===== src/rtl/core/mcr_pkg.sv =====
// Shared types, constants and codes for the motion capture recorder.
package mcr_pkg;

    localparam int SAMPLE_BITS = 16;
    localparam int AXES_W      = 3 * SAMPLE_BITS;
    localparam int TIME_W      = 32;
    localparam int FT_W        = TIME_W + 1;
    localparam int RUN_W       = 8;

    localparam int RING_DEPTH  = 512;
    localparam int RING_AW     = $clog2(RING_DEPTH);
    localparam int RING_FW     = $clog2(RING_DEPTH + 1);
    localparam int RING_SW     = RING_FW + 1;

    localparam int Q_DEPTH     = 4;
    localparam int Q_AW        = $clog2(Q_DEPTH);
    localparam int Q_CW        = $clog2(Q_DEPTH + 1);
    localparam int Q_OW        = Q_CW + 1;
    localparam logic [Q_OW-1:0] Q_LIMIT = Q_OW'(Q_DEPTH);

    localparam logic [1:0] OP_SAMPLE = 2'd0;
    localparam logic [1:0] OP_READ   = 2'd1;
    localparam logic [1:0] OP_CLEAR  = 2'd2;

    localparam logic [1:0] REG_THRESHOLD = 2'd0;
    localparam logic [1:0] REG_START_LEN = 2'd1;
    localparam logic [1:0] REG_STOP_LEN  = 2'd2;

    localparam logic [15:0]      RST_THRESHOLD = 16'd819;
    localparam logic [RUN_W-1:0] RST_START_LEN = 8'd10;
    localparam logic [RUN_W-1:0] RST_STOP_LEN  = 8'd20;
    localparam logic [RUN_W-1:0] RUN_MAX       = 8'd255;

    typedef struct packed {
        logic [1:0]                    opcode;
        logic signed [SAMPLE_BITS-1:0] accel_x;
        logic signed [SAMPLE_BITS-1:0] accel_y;
        logic signed [SAMPLE_BITS-1:0] accel_z;
        logic signed [SAMPLE_BITS-1:0] gyro_x;
        logic signed [SAMPLE_BITS-1:0] gyro_y;
        logic signed [SAMPLE_BITS-1:0] gyro_z;
        logic [TIME_W-1:0]             time_ms;
    } t_in_item;

    typedef struct packed {
        logic                          is_moving;
        logic                          motion_started;
        logic                          motion_finished;
        logic                          entry_valid;
        logic                          read_moving;
        logic [TIME_W-1:0]             read_time;
        logic signed [SAMPLE_BITS-1:0] read_accel_x;
        logic signed [SAMPLE_BITS-1:0] read_accel_y;
        logic signed [SAMPLE_BITS-1:0] read_accel_z;
        logic signed [SAMPLE_BITS-1:0] read_gyro_x;
        logic signed [SAMPLE_BITS-1:0] read_gyro_y;
        logic signed [SAMPLE_BITS-1:0] read_gyro_z;
    } t_out_item;

    typedef struct packed {
        logic [15:0]      threshold;
        logic [RUN_W-1:0] start_len;
        logic [RUN_W-1:0] stop_len;
    } t_cfg;

    typedef struct packed {
        logic               we;
        logic [RING_AW-1:0] waddr;
        logic [FT_W-1:0]    ft;
        logic [AXES_W-1:0]  accel;
        logic [AXES_W-1:0]  gyro;
        logic               re;
        logic [RING_AW-1:0] raddr;
    } t_ram_req;

    typedef struct packed {
        logic valid;
        logic is_moving;
        logic started;
        logic finished;
        logic entry_valid;
    } t_front_req;

endpackage


===== src/rtl/core/mcr_back.sv =====
// Back end: formats results with ring read data and queues them for the output.
module mcr_back (
    input  logic                          i_clk,
    input  logic                          i_rst_n,
    input  mcr_pkg::t_front_req           i_req,
    input  logic [mcr_pkg::FT_W-1:0]      i_ft_rdata,
    input  logic [mcr_pkg::AXES_W-1:0]    i_accel_rdata,
    input  logic [mcr_pkg::AXES_W-1:0]    i_gyro_rdata,
    output logic [mcr_pkg::Q_CW-1:0]      o_q_count,
    output logic                          o_out_valid,
    input  logic                          i_out_stall,
    output mcr_pkg::t_out_item            o_out_data
);

    mcr_pkg::t_out_item         r_q [mcr_pkg::Q_DEPTH];
    logic [mcr_pkg::Q_AW-1:0]   r_wr_ptr, r_rd_ptr;
    logic [mcr_pkg::Q_CW-1:0]   r_count;
    mcr_pkg::t_out_item         w_item;
    logic                       w_push, w_pop;

    always_comb begin
        w_item = '0;
        w_item.is_moving       = i_req.is_moving;
        w_item.motion_started  = i_req.started;
        w_item.motion_finished = i_req.finished;
        if (i_req.entry_valid) begin
            w_item.entry_valid  = 1'b1;
            w_item.read_moving  = i_ft_rdata[mcr_pkg::TIME_W];
            w_item.read_time    = i_ft_rdata[mcr_pkg::TIME_W-1:0];
            {w_item.read_accel_x, w_item.read_accel_y, w_item.read_accel_z} = i_accel_rdata;
            {w_item.read_gyro_x, w_item.read_gyro_y, w_item.read_gyro_z}    = i_gyro_rdata;
        end
    end

    assign w_push      = i_req.valid;
    assign o_out_valid = r_count != '0;
    assign w_pop       = o_out_valid && !i_out_stall;
    assign o_out_data  = r_q[r_rd_ptr];
    assign o_q_count   = r_count;

    always_ff @(posedge i_clk) begin
        if (w_push) begin
            r_q[r_wr_ptr] <= w_item;
        end
    end

    always_ff @(posedge i_clk) begin
        if (!i_rst_n) begin
            r_wr_ptr <= '0;
            r_rd_ptr <= '0;
            r_count  <= '0;
        end else begin
            if (w_push) begin
                r_wr_ptr <= (r_wr_ptr == mcr_pkg::Q_AW'(mcr_pkg::Q_DEPTH - 1))
                          ? '0 : r_wr_ptr + 1'b1;
            end
            if (w_pop) begin
                r_rd_ptr <= (r_rd_ptr == mcr_pkg::Q_AW'(mcr_pkg::Q_DEPTH - 1))
                          ? '0 : r_rd_ptr + 1'b1;
            end
            case ({w_push, w_pop})
                2'b10:   r_count <= r_count + 1'b1;
                2'b01:   r_count <= r_count - 1'b1;
                default: r_count <= r_count;
            endcase
        end
    end

`ifndef SYNTH
    a_count_bound: assert property (@(posedge i_clk) disable iff (!i_rst_n)
        r_count <= mcr_pkg::Q_CW'(mcr_pkg::Q_DEPTH))
        else $error("result queue count beyond depth");
    a_no_overflow: assert property (@(posedge i_clk) disable iff (!i_rst_n)
        w_push |-> (r_count != mcr_pkg::Q_CW'(mcr_pkg::Q_DEPTH)))
        else $error("push into full result queue");
    a_push_shows: assert property (@(posedge i_clk) disable iff (!i_rst_n)
        (w_push && r_count == '0) |=> o_out_valid)
        else $error("pushed result not presented");
`endif

endmodule


===== config.mk =====
export PLATFORM = sky130hd
export DESIGN_NAME = mcr_back
export DESIGN_NICKNAME = d
export VERILOG_FILES = /design/src/rtl/core/mcr_pkg.sv /design/src/rtl/core/mcr_back.sv
export SDC_FILE = /design/constraint.sdc
export NUM_CORES = 1
export LEC_CHECK = 0
export ABC_AREA = 1
export ABC_CLOCK_PERIOD_IN_PS = 5130
export BUFFER_PORTS_ARGS = -buffer_cell sky130_fd_sc_hd__buf_2
export CORE_ASPECT_RATIO = 1.2
export CORE_UTILIZATION = 57
export DETAILED_ROUTE_END_ITERATION = 8
export PLACE_DENSITY_LB_ADDON = 0.08
export SLEW_MARGIN = 20
export SYNTH_ARGS = -nofsm -noshare
export SYNTH_HDL_FRONTEND = slang
export SYNTH_SLANG_ARGS = --single-unit

===== constraint.sdc =====
create_clock -name i_clk -period 5.13 [get_ports i_clk]
set_input_delay 0.2565 -clock i_clk [delete_from_list [all_inputs] [get_ports i_clk]]
set_output_delay 0.2565 -clock i_clk [all_outputs]
set_load 0.03 [all_outputs]

==> results of run 1 <==
==> final cells by class <==
cell class | instances | area share
multi-input cells | 831 | 0.159
flip-flops and latches | 541 | 0.661
clock inverters | 26 | 0.00793
diodes | 3 | 0.000307
repair buffers | 302 | 0.0681
inverters | 147 | 0.0240
well taps | 474 | 0.0243
clock buffers | 62 | 0.0556
==> layout by cell type, fill, tap and decap left out, drive strengths merged, types with 16 or more instances in the layout <==
cell type / count
buf: 286
clkbuf: 62
o21ai: 270
clkinv: 23
inv: 146
dlygate4sd3: 16
nand2: 139
nor2: 269
o22ai: 133
edfxtp: 532
==> Yosys cell counts <==
| cell | instances | share of area |
|---|---|---|
| buf_4 | 2 | 0.00071 |
| o211a_1 | 1 | 0.00047 |
| ha_1 | 6 | 0.0035 |
| o21ai_0 | 153 | 0.036 |
| dfxtp_1 | 9 | 0.0085 |
| clkbuf_2 | 7 | 0.0017 |
| o21ai_1 | 117 | 0.028 |
| a31oi_1 | 1 | 0.00029 |
| buf_2 | 33 | 0.0078 |
| inv_4 | 1 | 0.00029 |
| o22ai_1 | 133 | 0.039 |
| nand2_1 | 139 | 0.025 |
| inv_1 | 145 | 0.026 |
| nor2_1 | 269 | 0.048 |
| fa_1 | 1 | 0.00094 |
| inv_2 | 1 | 0.00018 |
| a21oi_1 | 5 | 0.0012 |
| buf_6 | 27 | 0.014 |
| or2_2 | 1 | 0.00029 |
| nand3_1 | 4 | 0.00094 |
| nand4_1 | 1 | 0.00029 |
| edfxtp_1 | 532 | 0.75 |
| clkbuf_1 | 31 | 0.0055 |
==> registers in the layout (all words and copies together), names as in the netlist, named ones only <==
name and count:
r_wr_ptr 2, o_q_count 3, r_q 532, r_rd_ptr 2
==> critical path: cells and delay by family (launching register included) <==
family	cells	cell delay [ns]
AOI/OAI and AO/OA	2	0.31
buffers and inverters	3	1.38
DFF	1	0.84
==> logic make-up after synthesis <==
| logic type | synth area share |
|---|---|
| AO/OA/AOI/OAI | 0.105 |
| adder cells (fa/ha/maj) | 0.00448 |
| AND/OR/NAND/NOR | 0.0737 |
| flip-flops | 0.761 |
| buffers and inverters | 0.0560 |
==> worst max-delay path by stage <==
| stage | startpoint | slack (ns) | end | cells after the start |
|---|---|---|---|---|
| floorplan | r_wr_ptr[0]$_SDFFE_PN0P_ | 1.50 | r_q[2][0]$_DFFE_PP_ | 4 |
| global placement | flip-flop | 2.30 | o_out_data[0] | 5 |
| detailed placement | flip-flop | 2.29 | o_out_data[0] | 5 |
| CTS | flip-flop | 1.68 | o_out_data[16] | 5 |
| global route | flip-flop | 1.29 | o_out_data[16] | 5 |
| finish | flip-flop | 1.47 | o_out_data[51] | 5 |
==> repair_timing <==
action                                  in CTS  in global routing
hold buffers                                16                  0
endpoints found under the hold margin       57                  0
endpoints found under the setup margin       0                  0
gates resized for setup                      0                  0
==> per-layer routing <==
metal	share of wire	routed length, microns	up-vias	track usage
met4	0.022	1010	4	0.0707
li1	-	-	6282	-
met2	0.49	22400	390	0.395
met5	0.00059	27	-	0
met3	0.068	3070	67	0.0488
met1	0.42	18900	6338	0.314
==> power by group <==
group	leakage [nW]	internal [mW]	switching, mW
clock network	0.767	2.02	1.51
logic	3.79	0.808	2.30
registers	5.07	5.08	0.109
==> qor.txt, run 1 <==
RUN STATUS
------------------------------------------------------------------------------------------------------
Result of the run                                                                            completed

STA
------------------------------------------------------------------------------------------------------
Tightest Pin Transition                                                                        1.12 ns
Minimum setup slack in the final design                                                        1.47 ns
Relative slew slack                                                                              0.254
Fmax                                                                                           273 MHz
Endpoints failing hold                                                                               0
Setup-violating endpoint count in the final report                                                   0
Number of max-slew violations in the final report                                                    0
Clock tree skew after final layout                                                           0.0130 ns
Final total negative setup slack                                                                  0 ns
Period Utilization, post-route                                                                   0.714
Worst hold-check slack                                                                       0.0168 ns
Setup repair after global routing missed its margin                                              false
Post-route minimum period                                                                      3.66 ns

WORST SETUP PATH
------------------------------------------------------------------------------------------------------
CP max stage cell                                                                              dfxtp_4
Delay of the slowest critical-path stage                                                       0.84 ns
Setup CP Type                                                                             flip-flop to primary output
Crit-path cells                                                                           clkinv_8 > buf_12 > o21ai_1 > o22ai_1 > buf_2
Kind of launch point of the worst setup path                                                 flip-flop
Launch point of the worst reg-to-reg path                                                 r_wr_ptr[0]$_SDFFE_PN0P_
Data arrival time of the worst path                                                            3.40 ns
Maximum fanout along the worst path                                                                195
Critical Path Sink Type                                                                   primary output
Worst Reg2Reg Path Length in Cells                                                                   5
Critical register-to-register path endpoint                                               r_q[2][82]$_DFFE_PP_
FF-to-FF setup slack                                                                           2.81 ns
CP required                                                                                    4.87 ns

CLOCK TREE
------------------------------------------------------------------------------------------------------
Maximum count of clock buffers along a single path                                                   3
CTS tree                                                                                           yes
Worst skew pair latency                                                                        0.57 ns
Post-CTS Repair Setup Buffers                                                                        0
Total clock buffers created by CTS                                                                  51
Clock transition at the register clock pins on the worst setup and hold paths after CTS        0.06 ns
H-tree depth reported by CTS                                                                         2
Cell at the root of the clock tree                                                           clkbuf_16
Number of clock sinks                                                                              541

MIN PATH
------------------------------------------------------------------------------------------------------
Worst Hold Path Cells                                                                                3
Min-delay worst type                                                                      input pin to flip-flop
Destination of the worst hold path                                                        r_q[1][99]$_DFFE_PP_
Source of the worst hold timing path                                                      i_ft_rdata[3]

FLOORPLAN
------------------------------------------------------------------------------------------------------
Core area                                                                                 36,800 sq um
Initial standard-cell utilization of the core                                                    0.577
Horiz. Die Dim                                                                             178 microns
Std-Cell Rows                                                                                       77
Number of ports placed on the die boundary                                                         274
Die H                                                                                      213 microns
Die outline area                                                                          38,000 sq um

DETAILED ROUTING
------------------------------------------------------------------------------------------------------
Remaining design rule violation count                                                                0
First-pass iteration count of the detailed router                                                    7
Antenna Nets Post-Route                                                                              0
Vias post-DR                                                                                    13,100
Mean number of vias per cell                                                                      5.48
Mean routed wirelength per cell                                                           19.1 microns
Count of routing violations after the opening detailed-route iteration                           1,018
Sum of routed wire length over all layers                                                 45,500 microns

GLOBAL ROUTING
------------------------------------------------------------------------------------------------------
Via count of the first global-routing pass                                                      12,700
Initial antenna violation count                                                                      5
Aggregate global-route resource usage                                                            0.236
GRT overflow                                                                                         0
Global-route wire length before repair                                                    68,200 microns
Largest net degree at the start of global routing                                                  201

YOSYS
------------------------------------------------------------------------------------------------------
Part of the Yosys area used for sequential elements                                              0.761
Netlist area before placement                                                             21,200 sq um
Flip-flop and latch count after synthesis                                                          541
Warning count from the yosys run                                                                     0
Avg Inst Size Synth                                                                         13.1 sq um
Syn_nets                                                                                         1,763
Count of distinct cell types in the synthesized netlist                                             23
Post-Syn Instances                                                                               1,619

FINISH
------------------------------------------------------------------------------------------------------
Area of the multi-input gates                                                               3880 sq um
Final Util                                                                                       0.664
Final std cells w/o fill                                                                         2,386
Ratio of cells with drive above 1 in the final layout                                            0.190
Flip-flop and latch area                                                                  16,200 sq um
Number of fillers in the final layout                                                            2,761
Synthesis-to-layout area growth                                                                  15.2%
Final-stage net count                                                                            2,018
Final instance area                                                                       24,500 sq um

RUN
------------------------------------------------------------------------------------------------------
Maxcap violations                                                                                    0

PLACE
------------------------------------------------------------------------------------------------------
Placed Area                                                                               22,700 sq um
Worst setup slack before clock tree synthesis                                                  2.29 ns
Dpl hpwl                                                                                  24,000 microns
Placed instance count                                                                            2,279
Last weighted congestion value of the routability-driven placer                                  0.743
Port-buffer cells                                                                                  273

PWR
------------------------------------------------------------------------------------------------------
Total power of the final layout                                                                11.8 mW
Leakage                                                                                        9.62 nW
Total power per unit cell area                                                             484 nW/um^2
Maximum vdd ir drop                                                                             415 uV

No activity file was read; power rests on OpenSTA's default activity.
==> run 2: changes to the inputs <==
ABC_CLOCK_PERIOD_IN_PS = 3800   (was 5130)
clock period = 3.8 ns   (was 5.13 ns; I/O delays follow)
==> qor.txt, run 2 (synthesis results as in run 1) <==
RUN STATUS
------------------------------------------------------------------------------------------------------
Result of the run                                                                            completed

WORST SETUP PATH
------------------------------------------------------------------------------------------------------
Number of gates on the worst path with buffers counted                                               4
Maximum fanout along the worst path                                                                170
CP max stage cell                                                                              dfxtp_4
CP required                                                                                    3.61 ns
Worst Reg2Reg Path Length in Cells                                                                   5
FF-to-FF setup slack                                                                           1.70 ns
Kind of launch point of the worst setup path                                                 flip-flop
Crit-path cells                                                                           buf_12 > o21ai_0 > o22ai_1 > buf_2
Launch point of the worst reg-to-reg path                                                 r_wr_ptr[0]$_SDFFE_PN0P_
Total buffers and inverters traversed by the critical path                                           2
Delay of the slowest critical-path stage                                                       0.70 ns
Critical register-to-register path endpoint                                               r_q[2][131]$_DFFE_PP_
Setup CP Type                                                                             flip-flop to primary output
Crit-path leading delay family                                                            buffers and inverters
Data arrival time of the worst path                                                            2.74 ns
Critical Path Sink Type                                                                   primary output
Critical path capture point                                                               o_out_data[126]

DETAILED ROUTING
------------------------------------------------------------------------------------------------------
Remaining design rule violation count                                                                0
Mean number of vias per cell                                                                      5.48
Count of routing violations after the opening detailed-route iteration                           1,073
Mean routed wirelength per cell                                                           19.0 microns
Vias post-DR                                                                                    13,800
Sum of routed wire length over all layers                                                 47,700 microns
Antenna Nets Post-Route                                                                              0
First-pass iteration count of the detailed router                                                    5

CLOCK TREE
------------------------------------------------------------------------------------------------------
Cell at the root of the clock tree                                                           clkbuf_16
H-tree depth reported by CTS                                                                         2
CTS tree                                                                                           yes
Worst skew pair latency                                                                        0.57 ns
Clock transition at the register clock pins on the worst setup and hold paths after CTS        0.06 ns
Post-CTS Repair Setup Buffers                                                                        0
Maximum count of clock buffers along a single path                                                   3
Total clock buffers created by CTS                                                                  51
Number of clock sinks                                                                              541

FINISH
------------------------------------------------------------------------------------------------------
Final instance area                                                                       25,700 sq um
Synthesis-to-layout area growth                                                                  21.1%
Final std cells w/o fill                                                                         2,511
Final-stage net count                                                                            2,142
Final Util                                                                                       0.698
Largest reg by FF count                                                                            r_q
Ratio of cells with drive above 1 in the final layout                                            0.182
Most frequent standard cell in the layout excluding fill and tap cells                        edfxtp_1
Commonest cells after routing, fill and taps aside                                        edfxtp_1 (532), buf_2 (272), nor2_1 (269), o21ai_0 (153), inv_1 (141)
Max reg flops                                                                                      532
Number of fillers in the final layout                                                            2,603

STA
------------------------------------------------------------------------------------------------------
Relative slew slack                                                                              0.426
Period Utilization, post-route                                                                   0.770
Tightest Pin Transition                                                                       0.862 ns
Endpoints failing hold                                                                               0
Fmax                                                                                           342 MHz
Minimum setup slack in the final design                                                       0.873 ns
Setup repair after global routing missed its margin                                              false
Clock tree skew after final layout                                                           0.0135 ns
Post-route minimum period                                                                      2.93 ns
Final total negative setup slack                                                                  0 ns
Setup-violating endpoint count in the final report                                                   0
Number of max-slew violations in the final report                                                    0

GLOBAL ROUTING
------------------------------------------------------------------------------------------------------
Via count of the first global-routing pass                                                      13,400
Initial antenna violation count                                                                      3
Aggregate global-route resource usage                                                            0.249
Largest net degree at the start of global routing                                                  171
Global-route wire length before repair                                                    71,700 microns
GRT overflow                                                                                         0

PWR
------------------------------------------------------------------------------------------------------
Total power per unit cell area                                                             625 nW/um^2
Leakage                                                                                        10.2 nW
Internal power                                                                                 10.7 mW
Switching share of power                                                                         0.333
Psw                                                                                            5.34 mW
Relative contribution of the clock network to total power                                        0.293
Combinational Power Share                                                                        0.273
Sequential share of power                                                                        0.434
Maximum vdd ir drop                                                                             488 uV

RUN
------------------------------------------------------------------------------------------------------
Maxcap violations                                                                                    0

PLACE
------------------------------------------------------------------------------------------------------
Worst setup slack before clock tree synthesis                                                  1.48 ns
Placed instance count                                                                            2,288
Last weighted congestion value of the routability-driven placer                                  0.806
Port-buffer cells                                                                                  273
Dpl hpwl                                                                                  25,400 microns
Placed Area                                                                               22,900 sq um

FLOORPLAN
------------------------------------------------------------------------------------------------------
Core area                                                                                 36,800 sq um
Std-Cell Rows                                                                                       77
Number of ports placed on the die boundary                                                         274
Initial standard-cell utilization of the core                                                    0.577
Die H                                                                                      213 microns
Horiz. Die Dim                                                                             178 microns
Die outline area                                                                          38,000 sq um

MIN PATH
------------------------------------------------------------------------------------------------------
Min-delay worst type                                                                      input pin to flip-flop

## run 2: cell types whose count changed in the layout (fill, tap and decap cells not counted), sizes merged
cell         previous run  this run
dlygate4sd3            16       131
buf                   286       295
clkbuf                 62        64
clkinv                 23        25
diode                   3         1
bufinv                  3         2
clkinvlp                1         0
inv                   146       147
## run 2: area by class of cell
| cell class | count | area (sq um) | area share |
|---|---|---|---|
| clock buffer | 64 | 1370 | 0.0532 |
| timing repair buffer | 426 | 2950 | 0.115 |
| multi-input combinational | 831 | 3880 | 0.151 |
| tap | 474 | 593 | 0.0231 |
| sequential | 541 | 16200 | 0.629 |
| clock inverter | 27 | 168 | 0.00652 |
| inverter | 147 | 582 | 0.0226 |
| antenna | 1 | 2.50 | 0.0000974 |
## run 2: per-layer routing
layer,share of wire,track usage
met2,0.50,0.423
met5,0.00044,0
met1,0.41,0.324
met4,0.023,0.0839
met3,0.066,0.0486
## run 2: worst min-delay path by stage
stage                                  from               endpoint  slack, ns  cells after the start
final                     i_accel_rdata[39]   r_q[3][87]$_DFFE_PP_       0.03                      3
after global routing      i_accel_rdata[39]   r_q[3][87]$_DFFE_PP_       0.02                      3
after CTS                 i_accel_rdata[33]   r_q[1][81]$_DFFE_PP_     0.0008                      3
after detailed placement           i_req[1]  r_q[1][130]$_DFFE_PP_       0.41                      1
after global placement             i_req[3]  r_q[1][132]$_DFFE_PP_       0.41                      1
after floorplan                    i_req[0]  r_q[0][129]$_DFFE_PP_       0.29                      0
## run 2: what timing repair did
action | 4_1_cts | 5_1_grt
hold buffers | 131 | 0
hold endpoints to repair | 525 | 0
endpoints found under the setup margin | 0 | 0
gates resized for setup | 0 | 0
## run 2: metrics by stage
step,total power [mW],hold WS [ns]
finish,16.1,0.0273
global route,16.7,0.0170
floorplan,10.2,0.289
global placement,11.3,0.405
CTS,16.2,0.000825
detailed placement,11.4,0.411
## run 2: tightest hold or removal path, delay by kind of cell
family        cells  cell delay [ns]
buf+inv           2             0.21
simple gates      1             0.06
## run 2: power groups by stage
stage                     sequential, mW  combinational [mW]  clock (mW)
after floorplan                     7.08                3.08           0
after global placement              7.09                4.24           0
after detailed placement            7.09                4.28           0
after CTS                           6.97                4.40        4.79
after global routing                6.99                4.72        5.00
final                               6.97                4.38        4.71
