[config.mk]
export PLATFORM = sky130hd
export DESIGN_NAME = mcr_front
export DESIGN_NICKNAME = d
export VERILOG_FILES = /design/src/rtl/core/mcr_pkg.sv /design/src/rtl/core/mcr_front.sv
export SDC_FILE = /design/constraint.sdc
export NUM_CORES = 1
export LEC_CHECK = 0
export BUFFER_PORTS_ARGS = -buffer_cell sky130_fd_sc_hd__buf_2
export CORE_MARGIN = 8
export CORE_UTILIZATION = 25
export DETAILED_ROUTE_END_ITERATION = 8
export RECOVER_POWER = 100
export SYNTH_ARGS = -nofsm -noshare
export SYNTH_HDL_FRONTEND = slang
export SYNTH_SLANG_ARGS = --single-unit
[constraint.sdc]
create_clock -name i_clk -period 12.4 [get_ports i_clk]
set_input_delay 1.24 -clock i_clk [delete_from_list [all_inputs] [get_ports i_clk]]
set_output_delay 1.24 -clock i_clk [all_outputs]
set_load 0.01 [all_outputs]
[src/rtl/core/mcr_pkg.sv]
// Shared types, constants and codes for the motion capture recorder.
package mcr_pkg;

    localparam int SAMPLE_BITS = 16;
    localparam int AXES_W      = 3 * SAMPLE_BITS;
    localparam int TIME_W      = 32;
    localparam int FT_W        = TIME_W + 1;
    localparam int RUN_W       = 8;

    localparam int RING_DEPTH  = 512;
    localparam int RING_AW     = $clog2(RING_DEPTH);
    localparam int RING_FW     = $clog2(RING_DEPTH + 1);
    localparam int RING_SW     = RING_FW + 1;

    localparam int Q_DEPTH     = 4;
    localparam int Q_AW        = $clog2(Q_DEPTH);
    localparam int Q_CW        = $clog2(Q_DEPTH + 1);
    localparam int Q_OW        = Q_CW + 1;
    localparam logic [Q_OW-1:0] Q_LIMIT = Q_OW'(Q_DEPTH);

    localparam logic [1:0] OP_SAMPLE = 2'd0;
    localparam logic [1:0] OP_READ   = 2'd1;
    localparam logic [1:0] OP_CLEAR  = 2'd2;

    localparam logic [1:0] REG_THRESHOLD = 2'd0;
    localparam logic [1:0] REG_START_LEN = 2'd1;
    localparam logic [1:0] REG_STOP_LEN  = 2'd2;

    localparam logic [15:0]      RST_THRESHOLD = 16'd819;
    localparam logic [RUN_W-1:0] RST_START_LEN = 8'd10;
    localparam logic [RUN_W-1:0] RST_STOP_LEN  = 8'd20;
    localparam logic [RUN_W-1:0] RUN_MAX       = 8'd255;

    typedef struct packed {
        logic [1:0]                    opcode;
        logic signed [SAMPLE_BITS-1:0] accel_x;
        logic signed [SAMPLE_BITS-1:0] accel_y;
        logic signed [SAMPLE_BITS-1:0] accel_z;
        logic signed [SAMPLE_BITS-1:0] gyro_x;
        logic signed [SAMPLE_BITS-1:0] gyro_y;
        logic signed [SAMPLE_BITS-1:0] gyro_z;
        logic [TIME_W-1:0]             time_ms;
    } t_in_item;

    typedef struct packed {
        logic                          is_moving;
        logic                          motion_started;
        logic                          motion_finished;
        logic                          entry_valid;
        logic                          read_moving;
        logic [TIME_W-1:0]             read_time;
        logic signed [SAMPLE_BITS-1:0] read_accel_x;
        logic signed [SAMPLE_BITS-1:0] read_accel_y;
        logic signed [SAMPLE_BITS-1:0] read_accel_z;
        logic signed [SAMPLE_BITS-1:0] read_gyro_x;
        logic signed [SAMPLE_BITS-1:0] read_gyro_y;
        logic signed [SAMPLE_BITS-1:0] read_gyro_z;
    } t_out_item;

    typedef struct packed {
        logic [15:0]      threshold;
        logic [RUN_W-1:0] start_len;
        logic [RUN_W-1:0] stop_len;
    } t_cfg;

    typedef struct packed {
        logic               we;
        logic [RING_AW-1:0] waddr;
        logic [FT_W-1:0]    ft;
        logic [AXES_W-1:0]  accel;
        logic [AXES_W-1:0]  gyro;
        logic               re;
        logic [RING_AW-1:0] raddr;
    } t_ram_req;

    typedef struct packed {
        logic valid;
        logic is_moving;
        logic started;
        logic finished;
        logic entry_valid;
    } t_front_req;

endpackage

[src/rtl/core/mcr_front.sv]
// Front end: accepts requests, classifies motion, tracks runs and ring pointers.
module mcr_front (
    input  logic                        i_clk,
    input  logic                        i_rst_n,
    input  logic                        i_in_valid,
    output logic                        o_in_stall,
    input  mcr_pkg::t_in_item           i_in_data,
    input  mcr_pkg::t_cfg               i_cfg,
    input  logic [mcr_pkg::Q_CW-1:0]    i_q_count,
    output mcr_pkg::t_ram_req           o_ram,
    output mcr_pkg::t_front_req         o_req
);

    logic signed [mcr_pkg::SAMPLE_BITS-1:0] r_prev_x, r_prev_y, r_prev_z;
    logic signed [mcr_pkg::SAMPLE_BITS-1:0] n_prev_x, n_prev_y, n_prev_z;
    logic [mcr_pkg::RUN_W-1:0]   r_mcnt, n_mcnt, r_scnt, n_scnt;
    logic                        r_started, n_started, r_finished, n_finished;
    logic [mcr_pkg::RING_AW-1:0] r_head, n_head;
    logic [mcr_pkg::RING_FW-1:0] r_fill, n_fill;
    mcr_pkg::t_front_req         r_req, n_req;

    logic [mcr_pkg::Q_OW-1:0]    w_occ;
    logic                        w_accept;
    logic                        w_moving;
    logic                        w_full;
    logic [mcr_pkg::RING_SW-1:0] w_sum, w_wrap;
    logic [mcr_pkg::RING_AW-1:0] w_head_inc;

    function automatic logic axis_moved(
        input logic signed [mcr_pkg::SAMPLE_BITS-1:0] now,
        input logic signed [mcr_pkg::SAMPLE_BITS-1:0] prev,
        input logic [15:0]                             thr
    );
        logic signed [mcr_pkg::SAMPLE_BITS:0] d;
        logic [mcr_pkg::SAMPLE_BITS:0]        mag;
        d   = {now[mcr_pkg::SAMPLE_BITS-1], now} - {prev[mcr_pkg::SAMPLE_BITS-1], prev};
        mag = d[mcr_pkg::SAMPLE_BITS] ? (~d + 1'b1) : d;
        return mag > (mcr_pkg::SAMPLE_BITS+1)'(thr);
    endfunction

    assign w_occ      = mcr_pkg::Q_OW'(i_q_count) + mcr_pkg::Q_OW'(r_req.valid);
    assign o_in_stall = w_occ >= mcr_pkg::Q_LIMIT;
    assign w_accept   = i_in_valid && !o_in_stall;

    assign w_moving = axis_moved(i_in_data.accel_x, r_prev_x, i_cfg.threshold)
                    | axis_moved(i_in_data.accel_y, r_prev_y, i_cfg.threshold)
                    | axis_moved(i_in_data.accel_z, r_prev_z, i_cfg.threshold);

    assign w_full     = r_fill == mcr_pkg::RING_FW'(mcr_pkg::RING_DEPTH);
    assign w_sum      = mcr_pkg::RING_SW'(r_head) + mcr_pkg::RING_SW'(r_fill);
    assign w_wrap     = (w_sum >= mcr_pkg::RING_SW'(mcr_pkg::RING_DEPTH))
                      ? w_sum - mcr_pkg::RING_SW'(mcr_pkg::RING_DEPTH) : w_sum;
    assign w_head_inc = (r_head == mcr_pkg::RING_AW'(mcr_pkg::RING_DEPTH - 1))
                      ? '0 : r_head + 1'b1;

    always_comb begin
        n_prev_x   = r_prev_x;
        n_prev_y   = r_prev_y;
        n_prev_z   = r_prev_z;
        n_mcnt     = r_mcnt;
        n_scnt     = r_scnt;
        n_started  = r_started;
        n_finished = r_finished;
        n_head     = r_head;
        n_fill     = r_fill;
        n_req      = '0;
        o_ram.we    = 1'b0;
        o_ram.waddr = w_full ? r_head : w_wrap[mcr_pkg::RING_AW-1:0];
        o_ram.ft    = {w_moving, i_in_data.time_ms};
        o_ram.accel = {i_in_data.accel_x, i_in_data.accel_y, i_in_data.accel_z};
        o_ram.gyro  = {i_in_data.gyro_x, i_in_data.gyro_y, i_in_data.gyro_z};
        o_ram.re    = 1'b0;
        o_ram.raddr = r_head;
        if (w_accept) begin
            n_req.valid = 1'b1;
            case (i_in_data.opcode)
                mcr_pkg::OP_SAMPLE: begin
                    if (!r_finished) begin
                        n_req.is_moving = w_moving;
                        o_ram.we = 1'b1;
                        if (w_full) begin
                            n_head = w_head_inc;
                        end else begin
                            n_fill = r_fill + 1'b1;
                        end
                        if (w_moving) begin
                            n_mcnt = (r_mcnt < mcr_pkg::RUN_MAX) ? r_mcnt + 1'b1 : r_mcnt;
                            n_scnt = '0;
                        end else begin
                            n_mcnt = '0;
                            if (r_started && r_scnt < mcr_pkg::RUN_MAX) begin
                                n_scnt = r_scnt + 1'b1;
                            end
                        end
                        if (n_mcnt >= i_cfg.start_len) begin
                            n_started = 1'b1;
                        end
                        if (n_scnt >= i_cfg.stop_len) begin
                            n_finished = 1'b1;
                        end
                        n_prev_x = i_in_data.accel_x;
                        n_prev_y = i_in_data.accel_y;
                        n_prev_z = i_in_data.accel_z;
                    end
                end
                mcr_pkg::OP_READ: begin
                    if (r_fill != '0) begin
                        o_ram.re = 1'b1;
                        n_req.entry_valid = 1'b1;
                        n_head = w_head_inc;
                        n_fill = r_fill - 1'b1;
                    end
                end
                mcr_pkg::OP_CLEAR: begin
                    n_head     = '0;
                    n_fill     = '0;
                    n_mcnt     = '0;
                    n_scnt     = '0;
                    n_started  = 1'b0;
                    n_finished = 1'b0;
                end
                default: begin
                end
            endcase
            n_req.started  = n_started;
            n_req.finished = n_finished;
        end
    end

    always_ff @(posedge i_clk) begin
        if (!i_rst_n) begin
            r_prev_x   <= '0;
            r_prev_y   <= '0;
            r_prev_z   <= '0;
            r_mcnt     <= '0;
            r_scnt     <= '0;
            r_started  <= 1'b0;
            r_finished <= 1'b0;
            r_head     <= '0;
            r_fill     <= '0;
            r_req      <= '0;
        end else begin
            r_prev_x   <= n_prev_x;
            r_prev_y   <= n_prev_y;
            r_prev_z   <= n_prev_z;
            r_mcnt     <= n_mcnt;
            r_scnt     <= n_scnt;
            r_started  <= n_started;
            r_finished <= n_finished;
            r_head     <= n_head;
            r_fill     <= n_fill;
            r_req      <= n_req;
        end
    end

    assign o_req = r_req;

`ifndef SYNTH
    a_fill_bound: assert property (@(posedge i_clk) disable iff (!i_rst_n)
        r_fill <= mcr_pkg::RING_FW'(mcr_pkg::RING_DEPTH))
        else $error("ring fill beyond depth");
    a_still_run_needs_start: assert property (@(posedge i_clk) disable iff (!i_rst_n)
        (r_scnt != '0) |-> r_started)
        else $error("still run counted without started");
`endif

endmodule

==> results of run 1 <==
-- placed cells by master, fill, tap and decap left out, types with 14 or more instances in the layout --
cell type,n
xnor2_1,66
a21o_1,47
a21oi_1,88
a21boi_0,51
xor2_1,25
nor2b_1,30
o21ai_0,53
nor2_1,86
buf_2,87
nor3_1,22
clkbuf_1,78
dfxtp_1,90
nand4_1,22
o21a_1,18
nand2_1,168
nand3_1,35
a31oi_1,24
ha_1,139
inv_1,121
a211oi_1,14
-- cells by family after synthesis --
kind of cell | count (synthesis) | share of synthesized area, %
simple gates | 452 | 20.0
compound gates | 389 | 24.3
buf+inv | 294 | 14.8
fa+ha+maj | 144 | 16.8
xor+xnor | 91 | 7.29
flops | 90 | 16.5
mux | 3 | 0.298
-- worst max-delay path, delay by kind of cell --
family	cells	cell delay, ns
adder cells (fa/ha/maj)	3	0.99
buffers and inverters	3	0.72
XOR/XNOR	1	0.08
AND/OR/NAND/NOR	6	0.76
AO/OA/AOI/OAI	20	5.72
-- worst paths after layout --
path                                endpoint  cells past startpoint
worst min register to register  r_prev_y[13]                      2
worst min-delay path            r_prev_y[13]                      2
worst max-delay path                o_req[2]                     33
worst max register to register      o_req[2]                     33
-- state kept, by name, summed over array words and instances, names as in the netlist --
| signal | flops |
|---|---|
| r_fill | 10 |
| r_started | 1 |
| r_finished | 1 |
| o_req | 5 |
| r_head | 9 |
| r_prev_y | 16 |
| r_prev_z | 16 |
| r_prev_x | 16 |
| r_mcnt | 8 |
| r_scnt | 8 |
-- power breakdown --
| part | internal (µW) | switching [µW] |
|---|---|---|
| registers | 294 | 4.40 |
| logic | 155 | 233 |
| clock network | 179 | 140 |
| total | 627 | 378 |
-- through the flow --
stage	instances	power, µW	area (µm²)	hold WS [ns]
after global routing	2055	1080	11500	0.488
after floorplan	1463	634	10900	0.443
after detailed placement	2039	697	11300	0.459
after global placement	2039	686	11300	0.452
after CTS	2055	1030	11600	0.468
final	2055	1010	11500	0.466
-- area by class of cell --
class,instances,area share [%]
repair buffers,164,6.32
multi-input cells,1079,65.0
well taps,585,6.35
clock inverters,5,0.760
inverters,121,3.94
clock buffers,11,2.02
flip-flops and latches,90,15.6
-- metal layers --
metal,part of all wire [%],routed length [µm],global-route usage (%),up-vias
met1,46,13900,14.8,4582
met3,6.2,1860,3.11,26
met4,1.3,401,3.08,0
met5,0,0,0,-
li1,-,-,-,4989
met2,46,14000,19.7,282
==> summary.md, run 1 <==
| Metric | Value |
|---|---|
| Root Driver | clkbuf_16 |
| Max incr delay on CP | 1.12 ns |
| F_max | 108 MHz |
| Minimum clock period | 9.25 ns |
| Area grow syn2layout | 5.50% |
| Period utilization | between 70% and 80% |
| IO buf count | 162 |
| CTS buffer count | 9 |
| Worst slew pin tran | 2.93 ns |
| Via count | 9879 |
| Maximum vdd drop | 0.0000673 V |
| Max FO, Critical Path | 33 |
| Top cell type's share of synthesized area | 16.5% |
| Crit path top cell by count | a21o_1 |
| Hold_sp | r_prev_y[13] |
| Hold Vio Cnt, Final | 0 |
| Deepest clock path buffer count | 2 |
| Status | complete, but fails checks |
| Pre-antenna DRT Iters | 6 |
| CP startpoint | i_in_data[103] |
| FF+latch count, synth | 90 |
| Fin util | 26.8% |
| I/O pins | ~320 |
| Final #Nets | 1777 |
| Hold_buf cts | 0 |
| Mapped Area | 10900 µm² |
| Seq. cell area | 1800 µm² |
| DRC Markers | 0 |
| Post-DR wirelength/cell | 14.6 µm |
| Reg2reg start | r_prev_y[7] |
| Synth Net Count | 1775 |
| Routed WL | 30.1 mm |
| Share of layout cells above drive strength 1 | 8.98% |
| CP Class | in2reg |
| Syn Area/Cell | roughly 7.5 µm² |
| Max-slew violation count | ~150 |
| Leakage Power | 0.00475 µW |
| Post-Syn Instances | approximately 1500 |
| Setup Buffers After CTS | 0 |
| Critical-path top delay cell | o211ai_1 |
| EDFF count, synth | 0 |
| Most frequent cell after synthesis | nand2_1 |
| Max-cap violations | 3 |
| Dpl ws | 4.00 ns |
| Total clock sinks | 90 |
| Sequential fraction of the synthesis area | 16.5% |
| Placeable Area | about 43000 µm² |
| Placer Congestion | between 0.8 and 0.9 |
| Remaining global-route overflow | 0 |
| Async SR Flop Fraction | 0% |
| RSZ-0062 raised after global routing | false |
| Initial DRC Count | 596 |
| Synth Warn # | 0 |
| DP HPWL | 23.9 mm |
| Post-CTS Resized | 0 |
| All-Layer GR Usage | 11.8% |
| Area of the multi-input gates | ~7500 µm² |
| R2R Setup Slk | 3.77 ns |
| Initial Utilization | 25.4% |
| Min-Delay Path Class | reg2reg |
| Wire length of the first global-routing pass | between 40 and 50 mm |
| Vias/cell | 4.81 |
| Fill cells | about 4800 |
| Worst Setup Slack, final | between 3 and 4 ns |
| Die Footprint | between 50000 and 60000 µm² |
| Initial antenna violation count | 0 |
| Crit. End Element | flop |
| # setup viols final | 0 |
| Most used DFF post-synth | dfxtp_1 |
| CP Launch Type | input port |
| Post-DRT Antenna Nets | 0 |
| Row cnt | 76 |
| Die Y | 225 µm |
| Diode count | 0 |
| PwrDens | 87.2 nW/µm² |
| Clock Skews | 0.0104 ns |
| Failing checks | max-capacitance violations, max-slew violations |
| Largest net degree at the start of global routing | 68 |
| Setup TNS | 0 ns |
| Synth area leaders | dfxtp_1 (16%), ha_1 (16%), buf_4 (8.9%) |
| Synth area leader | dfxtp_1 |
| Critical path arrival | 9.52 ns |
| H-tree depth | 3 |
| CTS tree | yes |
| Vias in the first global route | 9597 |
| Netlist cell types | 79 |
| Top post-synthesis cells by count | nand2_1 (168), ha_1 (139), buf_4 (130) |
| Chip Width | about 230 µm |
| Clk_lat worst skew | 0.38 ns |
| CP required | around 13 ns |
| Worst relative slew slack | -95.1% |
| Worst-path clk slew | about 0.070 ns |
No activity file was read; power rests on OpenSTA's default activity.
==> run 2: changes to the inputs <==
==> constraint.sdc (replaced) <==
create_clock -name i_clk -period 8.5 [get_ports i_clk]
set_input_delay 0.85 -clock i_clk [delete_from_list [all_inputs] [get_ports i_clk]]
set_output_delay 0.85 -clock i_clk [all_outputs]
set_load 0.01 [all_outputs]
==> run 2 against run 1 <==
Effect of this change:
- the run still ends with max-capacitance violations, max-slew violations left
- sequential cell count stayed put
- worst setup slack worse by 2.3 ns
- routed wire length is 2.0% lower
- via count is 0.97% lower
- non-clock buffer count stayed put
- combinational power is 46% higher
- critical path type unchanged
- highest routed layer unchanged
==> summary.md, run 2 (same netlist as run 1, synthesis figures left out) <==
| Metric | Value |
|---|---|
| Max-cap violations | 3 (unchanged) |
| Vias in the first global route | 9466 (-1.4%) |
| Via count | 9783 (-0.97%) |
| Critical-path top delay cell | o21ai_1 |
| Root Driver | clkbuf_16 |
| Max FO, Critical Path | 33 (unchanged) |
| Area of the multi-input gates | 7500 µm² (+0.18%) |
| Initial antenna violation count | 0 (unchanged) |
| Max incr delay on CP | 0.68 ns (-0.44 ns) |
| # setup viols final | 0 (unchanged) |
| H-tree depth | 3 (unchanged) |
| Clock network fraction of total power | 31.9% (+0.2 points) |
| Fin util | 26.8% (+0.058 points) |
| Share of layout cells above drive strength 1 | 9.05% (+0.068 points) |
| F_max | 131 MHz |
| Diode count | 0 (unchanged) |
| Hold_buf cts | 0 (unchanged) |
| Chip Width | 225 µm (unchanged) |
| Pre-antenna DRT Iters | 5 (-1) |
| DP HPWL | 23.6 mm (-1.2%) |
| Deepest clock path buffer count | 2 (unchanged) |
| Dpl ws | 0.555 ns (-3.45 ns) |
| Worst relative slew slack | -118% (-23 points) |
| Final #Nets | 1777 (unchanged) |
| Maximum vdd drop | 0.0000764 V (+13%) |
| Fill cells | 4706 (-0.93%) |
| CP required | 8.75 ns (-3.91 ns) |
| Min-Delay Path Class | reg2reg |
| RSZ-0062 raised after global routing | false |
| Total Power | 1470 µW (+47%) |
| Worst slew pin tran | 3.28 ns (+0.351 ns) |
| CTS tree | yes |
| Crit. End Element | flop |
| PwrDens | 128 nW/µm² (+46%) |
| All-Layer GR Usage | 11.4% (-0.37 points) |
| Buf/Inv on CP | 2 (-1) |
| Setup Buffers After CTS | 0 (unchanged) |
| Switch share | 37.2% (-0.44 points) |
| DRC Markers | 0 (unchanged) |
| Largest net degree at the start of global routing | 68 (unchanged) |
| Post-placement cell count | 2039 (unchanged) |
| Initial DRC Count | 474 (-20%) |
| Routed WL | 29.5 mm (-2.0%) |
| Seq. cell area | 1800 µm² (unchanged) |
| Die Y | 225 µm (unchanged) |
| Status | complete, but fails checks |
| Setup TNS | 0 ns (unchanged) |
| Leading cell type in the layout, fill and taps excluded | nand2_1 |
| Clock Skews | 0.00991 ns (-0.000452 ns) |
| Wire length of the first global-routing pass | 47.6 mm (-2.5%) |
| CP top delay family | compound AO/OA/AOI/OAI gates |
| Comb pwr share | 38.5% (about the same) |
| Sequential share of power | 29.5% (-0.2 points) |
| Failing checks | max-capacitance violations, max-slew violations |
| Net Sw Power | 548 µW (+45%) |
| Area grow syn2layout | 5.73% |
| Most frequent cells in the layout | nand2_1 (168), ha_1 (139), inv_1 (120) |
| Post-DRT Antenna Nets | 0 (unchanged) |
| Vias/cell | 4.76 (-0.97%) |
| Row cnt | 76 (unchanged) |
| Total clock sinks | 90 (unchanged) |
| Die Footprint | 50600 µm² (unchanged) |
| Minimum clock period | between 7 and 8 ns |
| I/O pins | 323 (unchanged) |
| Hold Vio Cnt, Final | 0 (unchanged) |
| IO buf count | 162 (unchanged) |
| Crit path top cell by count | a21o_1 |
| Worst Setup Slack, final | 0.844 ns (-2.30 ns) |
| Leakage Power | 0.00476 µW (+0.21%) |
| CP Launch Type | input port |
| Finished Layout Cells | 2055 (unchanged) |
| Period utilization | 90.1% |
| Post-CTS Resized | 0 (unchanged) |
| Worst-path clk slew | 0.08 ns (about the same) |
| Clk_lat worst skew | 0.37 ns (about the same) |
| Max-slew violation count | 169 (+10%) |
| Placer Congestion | 0.869 (about the same) |
| Internal | 926 µW (+48%) |
| Placeable Area | 43100 µm² (unchanged) |
| CTS buffer count | 9 (unchanged) |
| Post-DR wirelength/cell | 14.4 µm (-2.0%) |
| Registers with the most flip-flops | r_prev_x x16, r_prev_y x16, r_prev_z x16 |
| Remaining global-route overflow | 0 (unchanged) |
| Initial Utilization | 25.4% (unchanged) |
| CP Class | in2reg |
| Critical path arrival | 7.91 ns (-1.61 ns) |
run 2: metrics by stage:
stage	hold WS [ns]	cell area (µm²)
after global placement	0.452	11300
final	0.469	11600
after detailed placement	0.458	11300
after CTS	0.469	11700
after global routing	0.488	11600
after floorplan	0.443	10900
run 2: final cells by class:
type                       instances  share of cell area [%]
inverter                         121                    3.93
clock inverter                     6                   0.812
multi-input combinational       1079                    65.0
clock buffer                      10                    2.07
sequential                        90                    15.6
timing repair buffer             164                    6.29
tap                              585                    6.34
run 2: final timing paths:
kind                            slack, ns  cells after the start            to           start
worst max-delay path                 0.84                     33      o_req[2]  i_in_data[103]
worst max register to register       1.08                     33      o_req[2]     r_prev_y[7]
worst min register to register       0.47                      2  r_prev_y[14]    r_prev_y[14]
worst min-delay path                 0.47                      2  r_prev_y[14]    r_prev_y[14]
run 2: worst min-delay path, cell delays in order, from the launching register on:
cell and delay, ns:
dfxtp_1 0.31, nand2_1 0.04, a21boi_0 0.06
run 2: power groups by stage:
stage / logic [µW] / registers, µW / clock network [µW]
6_report: 568 / 435 / 471
5_1_grt: 637 / 436 / 506
4_1_cts: 573 / 435 / 493
3_5_place_dp: 570 / 445 / 0
3_3_place_gp: 554 / 445 / 0
2_1_floorplan: 481 / 443 / 0
run 2: layer usage:
layer,GRT usage (%),wire (µm)
met1,14.4,13800
met2,19.0,13500
met3,2.97,1740
met4,2.85,416
met5,0,0
==> run 3: changes to the inputs <==
--- a/config.mk
+++ b/config.mk
@@ -6,9 +6,12 @@
 export NUM_CORES = 1
 export LEC_CHECK = 0
 export BUFFER_PORTS_ARGS = -buffer_cell sky130_fd_sc_hd__buf_2
+export CELL_PAD_IN_SITES_DETAIL_PLACEMENT = 1
+export CELL_PAD_IN_SITES_GLOBAL_PLACEMENT = 1
 export CORE_MARGIN = 8
 export CORE_UTILIZATION = 25
 export DETAILED_ROUTE_END_ITERATION = 8
+export PLACE_DENSITY_LB_ADDON = 0.1
 export RECOVER_POWER = 100
 export SYNTH_ARGS = -nofsm -noshare
 export SYNTH_HDL_FRONTEND = slang
==> run 3 against run 2 <==
Effect of this change:
- the run still ends with max-capacitance violations, max-slew violations left
- critical path depth did not move
- largest cell class unchanged
- cell count is 0.24% higher
- first-iteration DRC count decreased by 38%
==> summary.md, run 3 (same netlist as run 1, synthesis figures left out) <==
| Metric | Value |
|---|---|
| Leading cell type in the layout, fill and taps excluded | nand2_1 |
| H-tree depth | 3 (unchanged) |
| Post-DRT Antenna Nets | 0 (unchanged) |
| DP Area | 11400 µm² (+0.33%) |
| Total clock sinks | 90 (unchanged) |
| DRC Markers | 0 (unchanged) |
| Leakage Power | 0.00477 µW (+0.24%) |
| Max-slew violation count | 119 (-30%) |
| Row cnt | 76 (unchanged) |
| Largest net degree at the start of global routing | 69 (+1.5%) |
| Reg2reg start | r_prev_y[7] |
| Routed WL | 33.6 mm (+14%) |
| Hold Vio Cnt, Final | 0 (unchanged) |
| Diode count | 0 (unchanged) |
| Worst slew pin tran | 3.38 ns (+0.0993 ns) |
| DP HPWL | 26.7 mm (+13%) |
| Vias in the first global route | 10502 (+11%) |
| RSZ-0062 raised after global routing | false |
| Placeable Area | 43100 µm² (unchanged) |
| Hold_buf cts | 0 (unchanged) |
| Clock Skews | 0.00913 ns (-0.000789 ns) |
| PwrDens | 126 nW/µm² (-0.88%) |
| Share of layout cells above drive strength 1 | 9.56% (+0.51 points) |
| Min-Delay Path Class | reg2reg |
| Root Driver | clkbuf_16 |
| Reg2Reg Depth | 33 (unchanged) |
| Pre-antenna DRT Iters | 4 (-1) |
| Wire length of the first global-routing pass | 55.4 mm (+16%) |
| Remaining global-route overflow | 0 (unchanged) |
| Setup Buffers After CTS | 0 (unchanged) |
| Area grow syn2layout | 5.86% |
| Vias/cell | 4.75 (-0.29%) |
| Initial Utilization | 25.4% (unchanged) |
| Initial antenna violation count | 0 (unchanged) |
| F_max | 131 MHz (about the same) |
| Fin util | 26.9% (+0.035 points) |
| Post-CTS Resized | 0 (unchanged) |
| Final #Nets | 1782 (+0.28%) |
| Worst hold slack | 0.470 ns (+0.00112 ns) |
| Crit path top cell by count | a21o_1 |
| Worst relative slew slack | -125% (-6.6 points) |
| Max-cap violations | 2 (-1) |
| Maximum vdd drop | 0.0000960 V (+26%) |
| CP Class | in2reg |
| Failing checks | max-capacitance violations, max-slew violations |
| R2R Setup Slk | 1.08 ns (about the same) |
| Deepest clock path buffer count | 2 (unchanged) |
| Max FO, Critical Path | 22 (-33%) |
| Finished Cell Area | 11600 µm² (+0.13%) |
| Critical path arrival | 7.92 ns (about the same) |
| Worst-path clk slew | 0.08 ns (about the same) |
| IO buf count | 162 (unchanged) |
| Placer Congestion | 0.751 (-14%) |
| CTS buffer count | 9 (unchanged) |
| Max incr delay on CP | 0.71 ns (+0.03 ns) |
| Crit. End Element | flop |
| CP startpoint | i_in_data[103] |
| Status | complete, but fails checks |
| I/O pins | 323 (unchanged) |
| Via count | 9778 (-0.051%) |
| Die Y | 225 µm (unchanged) |
| Clk_lat worst skew | 0.39 ns (+0.02 ns) |
| All-Layer GR Usage | 13.5% (+2.1 points) |
| CP required | 8.76 ns (about the same) |
| # setup viols final | 0 (unchanged) |
| Initial DRC Count | 292 (-38%) |
| Most frequent cells in the layout | nand2_1 (168), ha_1 (139), inv_1 (120) |
| Setup TNS | 0 ns (unchanged) |
| Chip Width | 225 µm (unchanged) |
| Die Footprint | 50600 µm² (unchanged) |
| Period utilization | 90.1% (about the same) |
| Post-DR wirelength/cell | 16.3 µm (+14%) |
| CP Launch Type | input port |
| Worst setup endpoint | o_req[1] |
| RR Endpoint | o_req[1] |
| Minimum clock period | 7.66 ns (+0.00227 ns) |
| Critical-path top delay cell | o21ai_1 |
| Registers with the most flip-flops | r_prev_x x16, r_prev_y x16, r_prev_z x16 |
| CTS tree | yes |
run 3: worst max-delay path, delay by kind of cell:
kind | cells | cell delay, ns
xor+xnor | 1 | 0.13
buf+inv | 2 | 0.29
fa+ha+maj | 3 | 0.93
simple gates | 4 | 0.52
compound gates | 23 | 5.17
run 3: worst min-delay path by stage:
stage / startpoint / to / slack (ns) / depth (start not counted)
floorplan: r_prev_x[10] / r_prev_x[10] / 0.44 / 2
global placement: r_prev_x[6] / r_prev_x[6] / 0.45 / 2
detailed placement: r_prev_z[2] / r_prev_z[2] / 0.46 / 2
CTS: r_prev_x[7] / r_prev_x[7] / 0.47 / 2
global route: r_prev_y[8] / r_prev_y[8] / 0.50 / 2
finish: r_prev_z[2] / r_prev_z[2] / 0.47 / 2
run 3: final cells by class:
class | count | area (µm²)
fill | 5306 | 31500
clock inverter | 7 | 83.8
tap | 585 | 732
sequential | 90 | 1800
multi-input combinational | 1079 | 7510
inverter | 121 | 454
timing repair buffer | 169 | 758
clock buffer | 9 | 225
run 3: power breakdown:
part	switching, µW	internal [µW]
combinational	347	230
sequential	6.84	429
clock	216	234
run 3: through the flow:
step	total power (µW)	setup slack [ns]	std cells
2_1_floorplan	924	1.68	1463
3_3_place_gp	1030	0.538	2044
3_5_place_dp	1040	0.352	2044
4_1_cts	1520	0.775	2060
5_1_grt	1590	0.0992	2060
6_report	1460	0.842	2060
run 3: metal layers:
layer	up-vias	wire [µm]	global-route usage, %
met5	-	0	0
met4	0	297	2.47
met2	135	16400	23.8
met3	15	1240	3.47
li1	5000	-	-
met1	4628	15600	16.4
